===== src/hdl/utf8_cyrillic_latin_lowercase_unit_assert.svh =====
// Assertion macros for the lowercase unit.
// Used by the top level; expects i_clk and i_rst_n in scope.
`ifndef UTF8_CYRILLIC_LATIN_LOWERCASE_UNIT_ASSERT_SVH
`define UTF8_CYRILLIC_LATIN_LOWERCASE_UNIT_ASSERT_SVH

// A condition that must hold at every clock edge out of reset
`define U8CYR_ASSERT_ALWAYS(label, cond, msg) \
    label: assert property (@(posedge i_clk) disable iff (!i_rst_n) (cond)) \
        else $error(msg);

// A condition that, when seen, forces another one on the next edge
`define U8CYR_ASSERT_NEXT(label, ante, cons, msg) \
    label: assert property (@(posedge i_clk) disable iff (!i_rst_n) (ante) |=> (cons)) \
        else $error(msg);

`endif


===== src/hdl/u8cyr_pkg.sv =====
// Shared types and constants for the UTF-8 Cyrillic/Latin lowercase unit.
// No dependencies.
`timescale 1ns / 1ps

package u8cyr_pkg;

    // Lead bytes of the two-byte sequences that are handled
    localparam logic [7:0] LEAD_A = 8'hD0;
    localparam logic [7:0] LEAD_B = 8'hD1;
    localparam logic [7:0] LEAD_C = 8'hD2;

    localparam logic [7:0] ASCII_UP_LO = 8'h41;
    localparam logic [7:0] ASCII_UP_HI = 8'h5A;
    localparam logic [7:0] CASE_BIT    = 8'h20;
    localparam logic [7:0] CONT_LO     = 8'h80;
    localparam logic [7:0] CYR_IO_UP   = 8'h81;
    localparam logic [7:0] CYR_IO_LO   = 8'hB5;
    localparam logic [7:0] CYR_IO_D1   = 8'h91;
    localparam logic [7:0] CYR_R1_LO   = 8'h90;
    localparam logic [7:0] CYR_R1_HI   = 8'h9F;
    localparam logic [7:0] CYR_R2_HI   = 8'hAF;
    localparam logic [7:0] SHIFT_16    = 8'h10;
    localparam logic [7:0] EXT_LO      = 8'h8A;
    localparam logic [7:0] EXT_HI      = 8'hBF;

    // Queue between the classifier and the serialiser
    localparam int unsigned Q_DEPTH = 4;
    localparam int unsigned Q_AW    = $clog2(Q_DEPTH);

    typedef struct packed {
        logic [7:0] in_byte;
        logic       is_last;
    } t_in_item;

    typedef struct packed {
        logic [7:0] out_byte;
        logic       out_last;
    } t_out_item;

    // One classified transfer: one or two output bytes
    typedef struct packed {
        logic       two;
        logic [7:0] first;
        logic [7:0] second;
        logic       last;
    } t_entry;

    // Queue head as seen by the back end
    typedef struct packed {
        logic   valid;
        t_entry entry;
    } t_q_head;

endpackage


===== src/hdl/utf8_cyrillic_latin_lowercase_unit.sv =====
// With the queue empty, an accepted transfer passes through the queue storage and then the output register to o_item.
// Throughput: one input byte per cycle while the queue is not full; one output byte per
// cycle while the consumer pops, set by the single output register, so a converted pair leaves one byte at a time.
// A held lead byte produces no output until its follower arrives.
// Reset (synchronous, active low) clears the held lead, the queue and the output.
// Depends on u8cyr_pkg, u8cyr_front, u8cyr_queue, u8cyr_back and the assertion macro header.
`timescale 1ns / 1ps
`include "utf8_cyrillic_latin_lowercase_unit_assert.svh"

module utf8_cyrillic_latin_lowercase_unit
    import u8cyr_pkg::*;
(
    input  logic      i_clk,
    input  logic      i_rst_n,
    input  logic      push,
    output logic      full,
    input  t_in_item  i_item,
    output logic      empty,
    input  logic      pop,
    output t_out_item o_item
);

    logic    w_accept;
    logic    w_q_push;
    t_entry  w_q_entry;
    logic    w_q_pop;
    logic    w_q_full;
    t_q_head w_q_head;

    assign w_accept = push && !full;
    assign full     = w_q_full;

    // Classifier
    u8cyr_front u_front (
        .i_clk    (i_clk),
        .i_rst_n  (i_rst_n),
        .i_accept (w_accept),
        .i_item   (i_item),
        .o_push   (w_q_push),
        .o_entry  (w_q_entry)
    );

    // Decoupling queue
    u8cyr_queue u_queue (
        .i_clk   (i_clk),
        .i_rst_n (i_rst_n),
        .i_push  (w_q_push),
        .i_entry (w_q_entry),
        .i_pop   (w_q_pop),
        .o_full  (w_q_full),
        .o_head  (w_q_head)
    );

    // Serialiser and output register
    u8cyr_back u_back (
        .i_clk   (i_clk),
        .i_rst_n (i_rst_n),
        .i_head  (w_q_head),
        .o_q_pop (w_q_pop),
        .i_pop   (pop),
        .o_empty (empty),
        .o_item  (o_item)
    );

    // Queue is never written when full nor read when empty
    `U8CYR_ASSERT_ALWAYS(a_no_q_overflow, !(w_q_push && w_q_full), "queue overflow")
    `U8CYR_ASSERT_ALWAYS(a_no_q_underflow, !(w_q_pop && !w_q_head.valid), "queue underflow")
    // A retired queue entry always leaves its last byte in the output register
    `U8CYR_ASSERT_NEXT(a_pop_loads_out, w_q_pop, !empty, "entry retired without output")

endmodule


===== src/hdl/u8cyr_front.sv =====
// Front end: holds a pending lead byte and classifies each input transfer
// into a queue entry of zero, one or two bytes. Depends on u8cyr_pkg.
`timescale 1ns / 1ps

module u8cyr_front
    import u8cyr_pkg::*;
(
    input  logic     i_clk,
    input  logic     i_rst_n,
    input  logic     i_accept,
    input  t_in_item i_item,
    output logic     o_push,
    output t_entry   o_entry
);

    logic       r_pending, n_pending;
    logic [7:0] r_held, n_held;

    logic [7:0] w_b;
    logic       w_last;
    logic       w_lead;
    logic [7:0] w_single;
    logic [7:0] w_a_lead;
    logic [7:0] w_a_sec;
    logic [7:0] w_c_sec;

    assign w_b    = i_item.in_byte;
    assign w_last = i_item.is_last;
    assign w_lead = (w_b == LEAD_A) || (w_b == LEAD_B) || (w_b == LEAD_C);

    // ASCII capitals fold to lower case, everything else passes
    assign w_single = ((w_b >= ASCII_UP_LO) && (w_b <= ASCII_UP_HI)) ? (w_b | CASE_BIT) : w_b;

    // Second byte after D0
    always_comb begin
        w_a_lead = LEAD_A;
        w_a_sec  = w_b;
        if (w_b >= CYR_R1_LO) begin
            if (w_b <= CYR_R1_HI) begin
                w_a_sec = w_b + CASE_BIT;
            end else if (w_b <= CYR_R2_HI) begin
                w_a_lead = LEAD_B;
                w_a_sec  = w_b - CASE_BIT;
            end
        end else if (w_b == CYR_IO_UP) begin
            w_a_sec = CYR_IO_LO;
        end else if (w_b >= CONT_LO) begin
            w_a_lead = LEAD_B;
            w_a_sec  = w_b + SHIFT_16;
        end
    end

    // Second byte after D2
    assign w_c_sec = ((w_b >= EXT_LO) && (w_b <= EXT_HI)) ? (w_b | 8'h01) : w_b;

    // Classification and next held state
    always_comb begin
        n_pending = r_pending;
        n_held    = r_held;
        o_push    = 1'b0;
        o_entry   = '0;
        if (i_accept) begin
            if (!r_pending) begin
                if (w_lead && !w_last) begin
                    n_pending = 1'b1;
                    n_held    = w_b;
                end else begin
                    o_push        = 1'b1;
                    o_entry.first = w_single;
                    o_entry.last  = w_last;
                end
            end else begin
                n_pending = 1'b0;
                n_held    = '0;
                o_push    = 1'b1;
                case (r_held)
                    LEAD_A: begin
                        o_entry = '{two: 1'b1, first: w_a_lead, second: w_a_sec,
                                    last: w_last};
                    end
                    LEAD_C: begin
                        o_entry = '{two: 1'b1, first: LEAD_C, second: w_c_sec,
                                    last: w_last};
                    end
                    default: begin
                        // held D1
                        if (w_b == CYR_IO_D1) begin
                            o_entry = '{two: 1'b1, first: LEAD_A, second: CYR_IO_LO,
                                        last: w_last};
                        end else if (w_lead && !w_last) begin
                            // flush D1, the new lead takes its place
                            o_entry   = '{two: 1'b0, first: LEAD_B, second: 8'h00,
                                          last: 1'b0};
                            n_pending = 1'b1;
                            n_held    = w_b;
                        end else begin
                            o_entry = '{two: 1'b1, first: LEAD_B, second: w_single,
                                        last: w_last};
                        end
                    end
                endcase
            end
        end
    end

    always_ff @(posedge i_clk) begin
        if (!i_rst_n) begin
            r_pending <= 1'b0;
            r_held    <= '0;
        end else begin
            r_pending <= n_pending;
            r_held    <= n_held;
        end
    end

endmodule


===== src/hdl/u8cyr_queue.sv =====
// Small register queue of classified entries between front and back end.
// Depends on u8cyr_pkg.
`timescale 1ns / 1ps

module u8cyr_queue
    import u8cyr_pkg::*;
(
    input  logic    i_clk,
    input  logic    i_rst_n,
    input  logic    i_push,
    input  t_entry  i_entry,
    input  logic    i_pop,
    output logic    o_full,
    output t_q_head o_head
);

    localparam logic [Q_AW:0] FULL_COUNT = (Q_AW + 1)'(Q_DEPTH);

    t_entry r_mem [Q_DEPTH];

    logic [Q_AW-1:0] r_wr, n_wr;
    logic [Q_AW-1:0] r_rd, n_rd;
    logic [Q_AW:0]   r_count, n_count;

    assign o_full       = (r_count == FULL_COUNT);
    assign o_head.valid = (r_count != '0);
    assign o_head.entry = r_mem[r_rd];

    // Pointer and fill count update
    always_comb begin
        n_wr    = r_wr;
        n_rd    = r_rd;
        n_count = r_count;
        if (i_push) begin
            n_wr = r_wr + 1'b1;
        end
        if (i_pop) begin
            n_rd = r_rd + 1'b1;
        end
        if (i_push && !i_pop) begin
            n_count = r_count + 1'b1;
        end else if (!i_push && i_pop) begin
            n_count = r_count - 1'b1;
        end
    end

    always_ff @(posedge i_clk) begin
        if (!i_rst_n) begin
            r_wr    <= '0;
            r_rd    <= '0;
            r_count <= '0;
        end else begin
            r_wr    <= n_wr;
            r_rd    <= n_rd;
            r_count <= n_count;
        end
    end

    // Storage, no reset needed
    always_ff @(posedge i_clk) begin
        if (i_push) begin
            r_mem[r_wr] <= i_entry;
        end
    end

endmodule


===== src/hdl/u8cyr_back.sv =====
// Back end: splits queue entries into single bytes and holds the output
// register that the consumer pops. Depends on u8cyr_pkg.
`timescale 1ns / 1ps

module u8cyr_back
    import u8cyr_pkg::*;
(
    input  logic      i_clk,
    input  logic      i_rst_n,
    input  t_q_head   i_head,
    output logic      o_q_pop,
    input  logic      i_pop,
    output logic      o_empty,
    output t_out_item o_item
);

    logic      r_half, n_half;
    logic      r_out_valid, n_out_valid;
    t_out_item r_out, n_out;
    logic      w_load;

    // Output register may take a new byte when free or being drained
    assign w_load = !r_out_valid || i_pop;

    always_comb begin
        n_half      = r_half;
        n_out_valid = r_out_valid;
        n_out       = r_out;
        o_q_pop     = 1'b0;
        if (w_load) begin
            n_out_valid = i_head.valid;
            if (i_head.valid) begin
                if (i_head.entry.two && !r_half) begin
                    n_out.out_byte = i_head.entry.first;
                    n_out.out_last = 1'b0;
                    n_half         = 1'b1;
                end else begin
                    n_out.out_byte = r_half ? i_head.entry.second : i_head.entry.first;
                    n_out.out_last = i_head.entry.last;
                    n_half         = 1'b0;
                    o_q_pop        = 1'b1;
                end
            end
        end
    end

    always_ff @(posedge i_clk) begin
        if (!i_rst_n) begin
            r_half      <= 1'b0;
            r_out_valid <= 1'b0;
        end else begin
            r_half      <= n_half;
            r_out_valid <= n_out_valid;
        end
    end

    always_ff @(posedge i_clk) begin
        r_out <= n_out;
    end

    assign o_empty = !r_out_valid;
    assign o_item  = r_out;

endmodule

===== config.mk =====
export PLATFORM = sky130hd
export DESIGN_NAME = utf8_cyrillic_latin_lowercase_unit
export DESIGN_NICKNAME = d
export VERILOG_FILES = /design/src/hdl/u8cyr_pkg.sv /design/src/hdl/utf8_cyrillic_latin_lowercase_unit.sv /design/src/hdl/u8cyr_front.sv /design/src/hdl/u8cyr_queue.sv /design/src/hdl/u8cyr_back.sv
export VERILOG_INCLUDE_DIRS = /design/src /design/src/hdl
export SDC_FILE = /design/constraint.sdc
export NUM_CORES = 1
export LEC_CHECK = 0
export BUFFER_PORTS_ARGS = -buffer_cell sky130_fd_sc_hd__clkbuf_2
export CAP_MARGIN = 0
export CORE_ASPECT_RATIO = 0.7
export CORE_MARGIN = 2
export CORE_UTILIZATION = 36
export DETAILED_ROUTE_END_ITERATION = 16
export SYNTH_ARGS = -nofsm -noshare
export SYNTH_HDL_FRONTEND = slang
export SYNTH_HIERARCHICAL = 1
export SYNTH_SLANG_ARGS = --single-unit
export TNS_END_PERCENT = 50

===== constraint.sdc =====
create_clock -name i_clk -period 3.6 [get_ports i_clk]
set_clock_uncertainty 0.05 [all_clocks]
set_input_delay 0.72 -clock i_clk [delete_from_list [all_inputs] [get_ports i_clk]]
set_output_delay 0.72 -clock i_clk [all_outputs]
set_load 0.02 [all_outputs]

==> results.py <==
metrics = {
    "run_status": {
        "status": "finished clean",
    },
    "grt": {
        "grt_util_all_layers": 0.136,
        "grt_antenna_before_repair": 0,
        "grt_pass1_wl_um": 14400,
        "grt_max_degree": 21,
        "grt_pass1_vias": 2715,
        "overflow": 0,
    },
    "placement": {
        "dpl-instance-area_sq_um": 4900,
        "gp_congestion": 0.857,
        "portBuffers": 23,
        "placedCellCount": 495,
        "dp.final_hpwl_um": 5900,
    },
    "sta": {
        "finalCriticalPeriod_ns": 2.99,
        "tightest_slew_ns": 0.918,
        "whs_ns": 0.399,
        "slew_headroom": 0.388,
        "fin_tns_setup_ns": 0,
        "finalCritPeriodShare": 0.830,
        "hold_viol": 0,
        "fmax_mhz": 335,
        "setup_violations": 0,
        "slew_viol_final": 0,
        "rsz0062_at_grt": "false",
    },
    "cells_and_area": {
        "diodes": 0,
        "layout_common_cells": "81 x edfxtp_1, 23 x clkbuf_2, 20 x nand2_1, 20 x dfxtp_1, 19 x inv_1",
        "nets": 370,
        "syn2layout_area_growth_pct": 12.6,
        "drive_above_1_share": 0.209,
        "fillerInstances": 1166,
        "final_cell_count_no_fill": 511,
        "final_common_cell": "edfxtp_1",
        "fin_area_sq_um": 5180,
    },
    "floorplan": {
        "rows": 34,
        "die_y_um": 98.6,
        "core_area_sq_um": 12500,
        "io_pins": 24,
        "die_w_um": 139,
        "start_util": 0.369,
        "die-area_sq_um": 13700,
    },
    "worst_setup_path": {
        "crit_path_max_fanout": 10,
        "crit_type": "input pin to flip-flop",
        "end_kind": "flip-flop",
        "cp.required_ns": 3.81,
        "worstSetupStartpointType": "input pin",
        "crit_arrival_ns": 3.20,
    },
    "drt": {
        "vias": 2625,
        "drc": 0,
        "first_pass_iters": 4,
        "drt-initial-drc-count": 235,
        "wire_per_inst_um": 17.1,
        "ant_nets": 0,
        "routed_wl_um": 8710,
        "via_per_inst": 5.14,
    },
    "clocking": {
        "cts_tree": "built",
        "clock_path_buffers": 2,
        "clkSlewWorstSetupHoldPaths_ns": 0.07,
        "cts-hold-fix-buffers": 0,
        "post_cts_resize_count": 0,
        "root_buffer": "clkbuf_16",
        "clk_latency_ns": 0.34,
        "postCtsSetupBuffers": 0,
        "h-tree-depth": 3,
        "cts_sinks": 101,
        "numCtsBuffers": 9,
    },
    "synthesis": {
        "yosysSeqAreaShare": 0.616,
        "synthFlopType": "edfxtp_1",
        "synth-edff-count": 81,
        "synth_cells": 313,
        "syn_area_per_cell_sq_um": 14.7,
        "synth-seq-cells": 101,
        "synth_nets": 339,
        "synth_warnings": 6,
        "netlist_area_sq_um": 4600,
        "synth_async_sr_flop_share": 0,
        "synth_cell_types": 50,
    },
    "power": {
        "power_leakage_nw": 1.90,
        "power_density_nw_per_um2": 637,
        "peakVddDrop_v": 0.000275,
        "power_w": 0.00330,
    },
    "worst_hold_path": {
        "hp-class": "flip-flop to flip-flop",
    },
    "job": {
        "max_cap_viol_count": 0,
    },
}
power breakdown:
part	leakage, nW	internal (W)	switching (W)	total (W)
registers	0.963	0.00148	0.0000745	0.00156
clock network	0.125	0.000474	0.000423	0.000897
logic	0.812	0.000389	0.000456	0.000845
total	1.90	0.00234	0.000954	0.00330
cell type report:
cell class	instances	area (sq um)	area share
Clock inverter	6	46.3	0.00894
Inverter	19	71.3	0.0138
Timing Repair Buffer	32	183	0.0353
Tap cell	162	203	0.0391
Clock buffer	10	229	0.0442
Multi-Input combinational cell	181	1620	0.312
Sequential cell	101	2830	0.547
worst max-delay path, stage by stage:
cell and delay (ns):
clkbuf_2 0.17, inv_1 0.11, ha_1 0.24, nor4b_1 0.34
nand4_1 0.17, o21ai_0 0.23, inv_1 0.16, ha_1 0.25
inv_1 0.07, fa_1 0.17, xor2_1 0.07, or3_1 0.30
a21boi_0 0.19
state kept, by name, summed over array words and instances, names as in the netlist, named ones only:
| name | flops |
|---|---|
| u_back/o_item | 9 |
| u_back/r_half | 1 |
| u_back/r_out_valid | 1 |
| u_front/r_held | 8 |
| u_front/r_pending | 1 |
| u_queue/r_count | 3 |
| u_queue/r_mem | 72 |
| u_queue/r_rd | 2 |
| u_queue/r_wr | 2 |
kinds of logic after synthesis:
family,count (synthesis),share of synthesized area
XOR/XNOR,5,0.00952
buffers and inverters,31,0.0329
multiplexers,30,0.123
flip-flops,101,0.616
AO/OA/AOI/OAI,48,0.0718
adder cells (fa/ha/maj),13,0.0370
AND/OR/NAND/NOR,85,0.110
worst paths after layout:
check / from / to / slack [ns] / cells after the start
setup / recovery: i_item[6] / u_queue/r_count[2] / 0.61 / 13
hold reg to reg: u_front/r_held[6] / u_front/r_held[6] / 0.40 / 2
hold / removal: u_front/r_held[6] / u_front/r_held[6] / 0.40 / 2
setup reg to reg: u_queue/r_count[0] / u_queue/r_count[2] / 1.01 / 10
metrics by stage:
stage | setup slack (ns) | utilization
detailed placement | 0.287 | 0.393
finish | 0.612 | 0.416
floorplan | 0.377 | -
global placement | 0.403 | 0.393
CTS | 0.633 | 0.416
global route | 0.346 | 0.416
per-layer routing:
metal  part of all wire  track usage
met5                  0            0
met1               0.51        0.195
met2               0.42        0.205
met3              0.054       0.0394
met4             0.0091       0.0350
cell usage after synthesis (8+ instances only):
cell type / count / area (sq um)
mux4_1: 8 / 210
edfxtp_1: 81 / 2430
ha_1: 12 / 150
inv_1: 19 / 71.3
dfxtp_1: 20 / 400
nand2_1: 20 / 75.1
and2_1: 12 / 75.1
mux4_2: 10 / 225
mux2_2: 8 / 90.1
a21oi_1: 9 / 45.0
nor2_1: 12 / 45.0
o21ai_0: 13 / 65.1
Note: power is estimated with default switching activity, not from simulation.
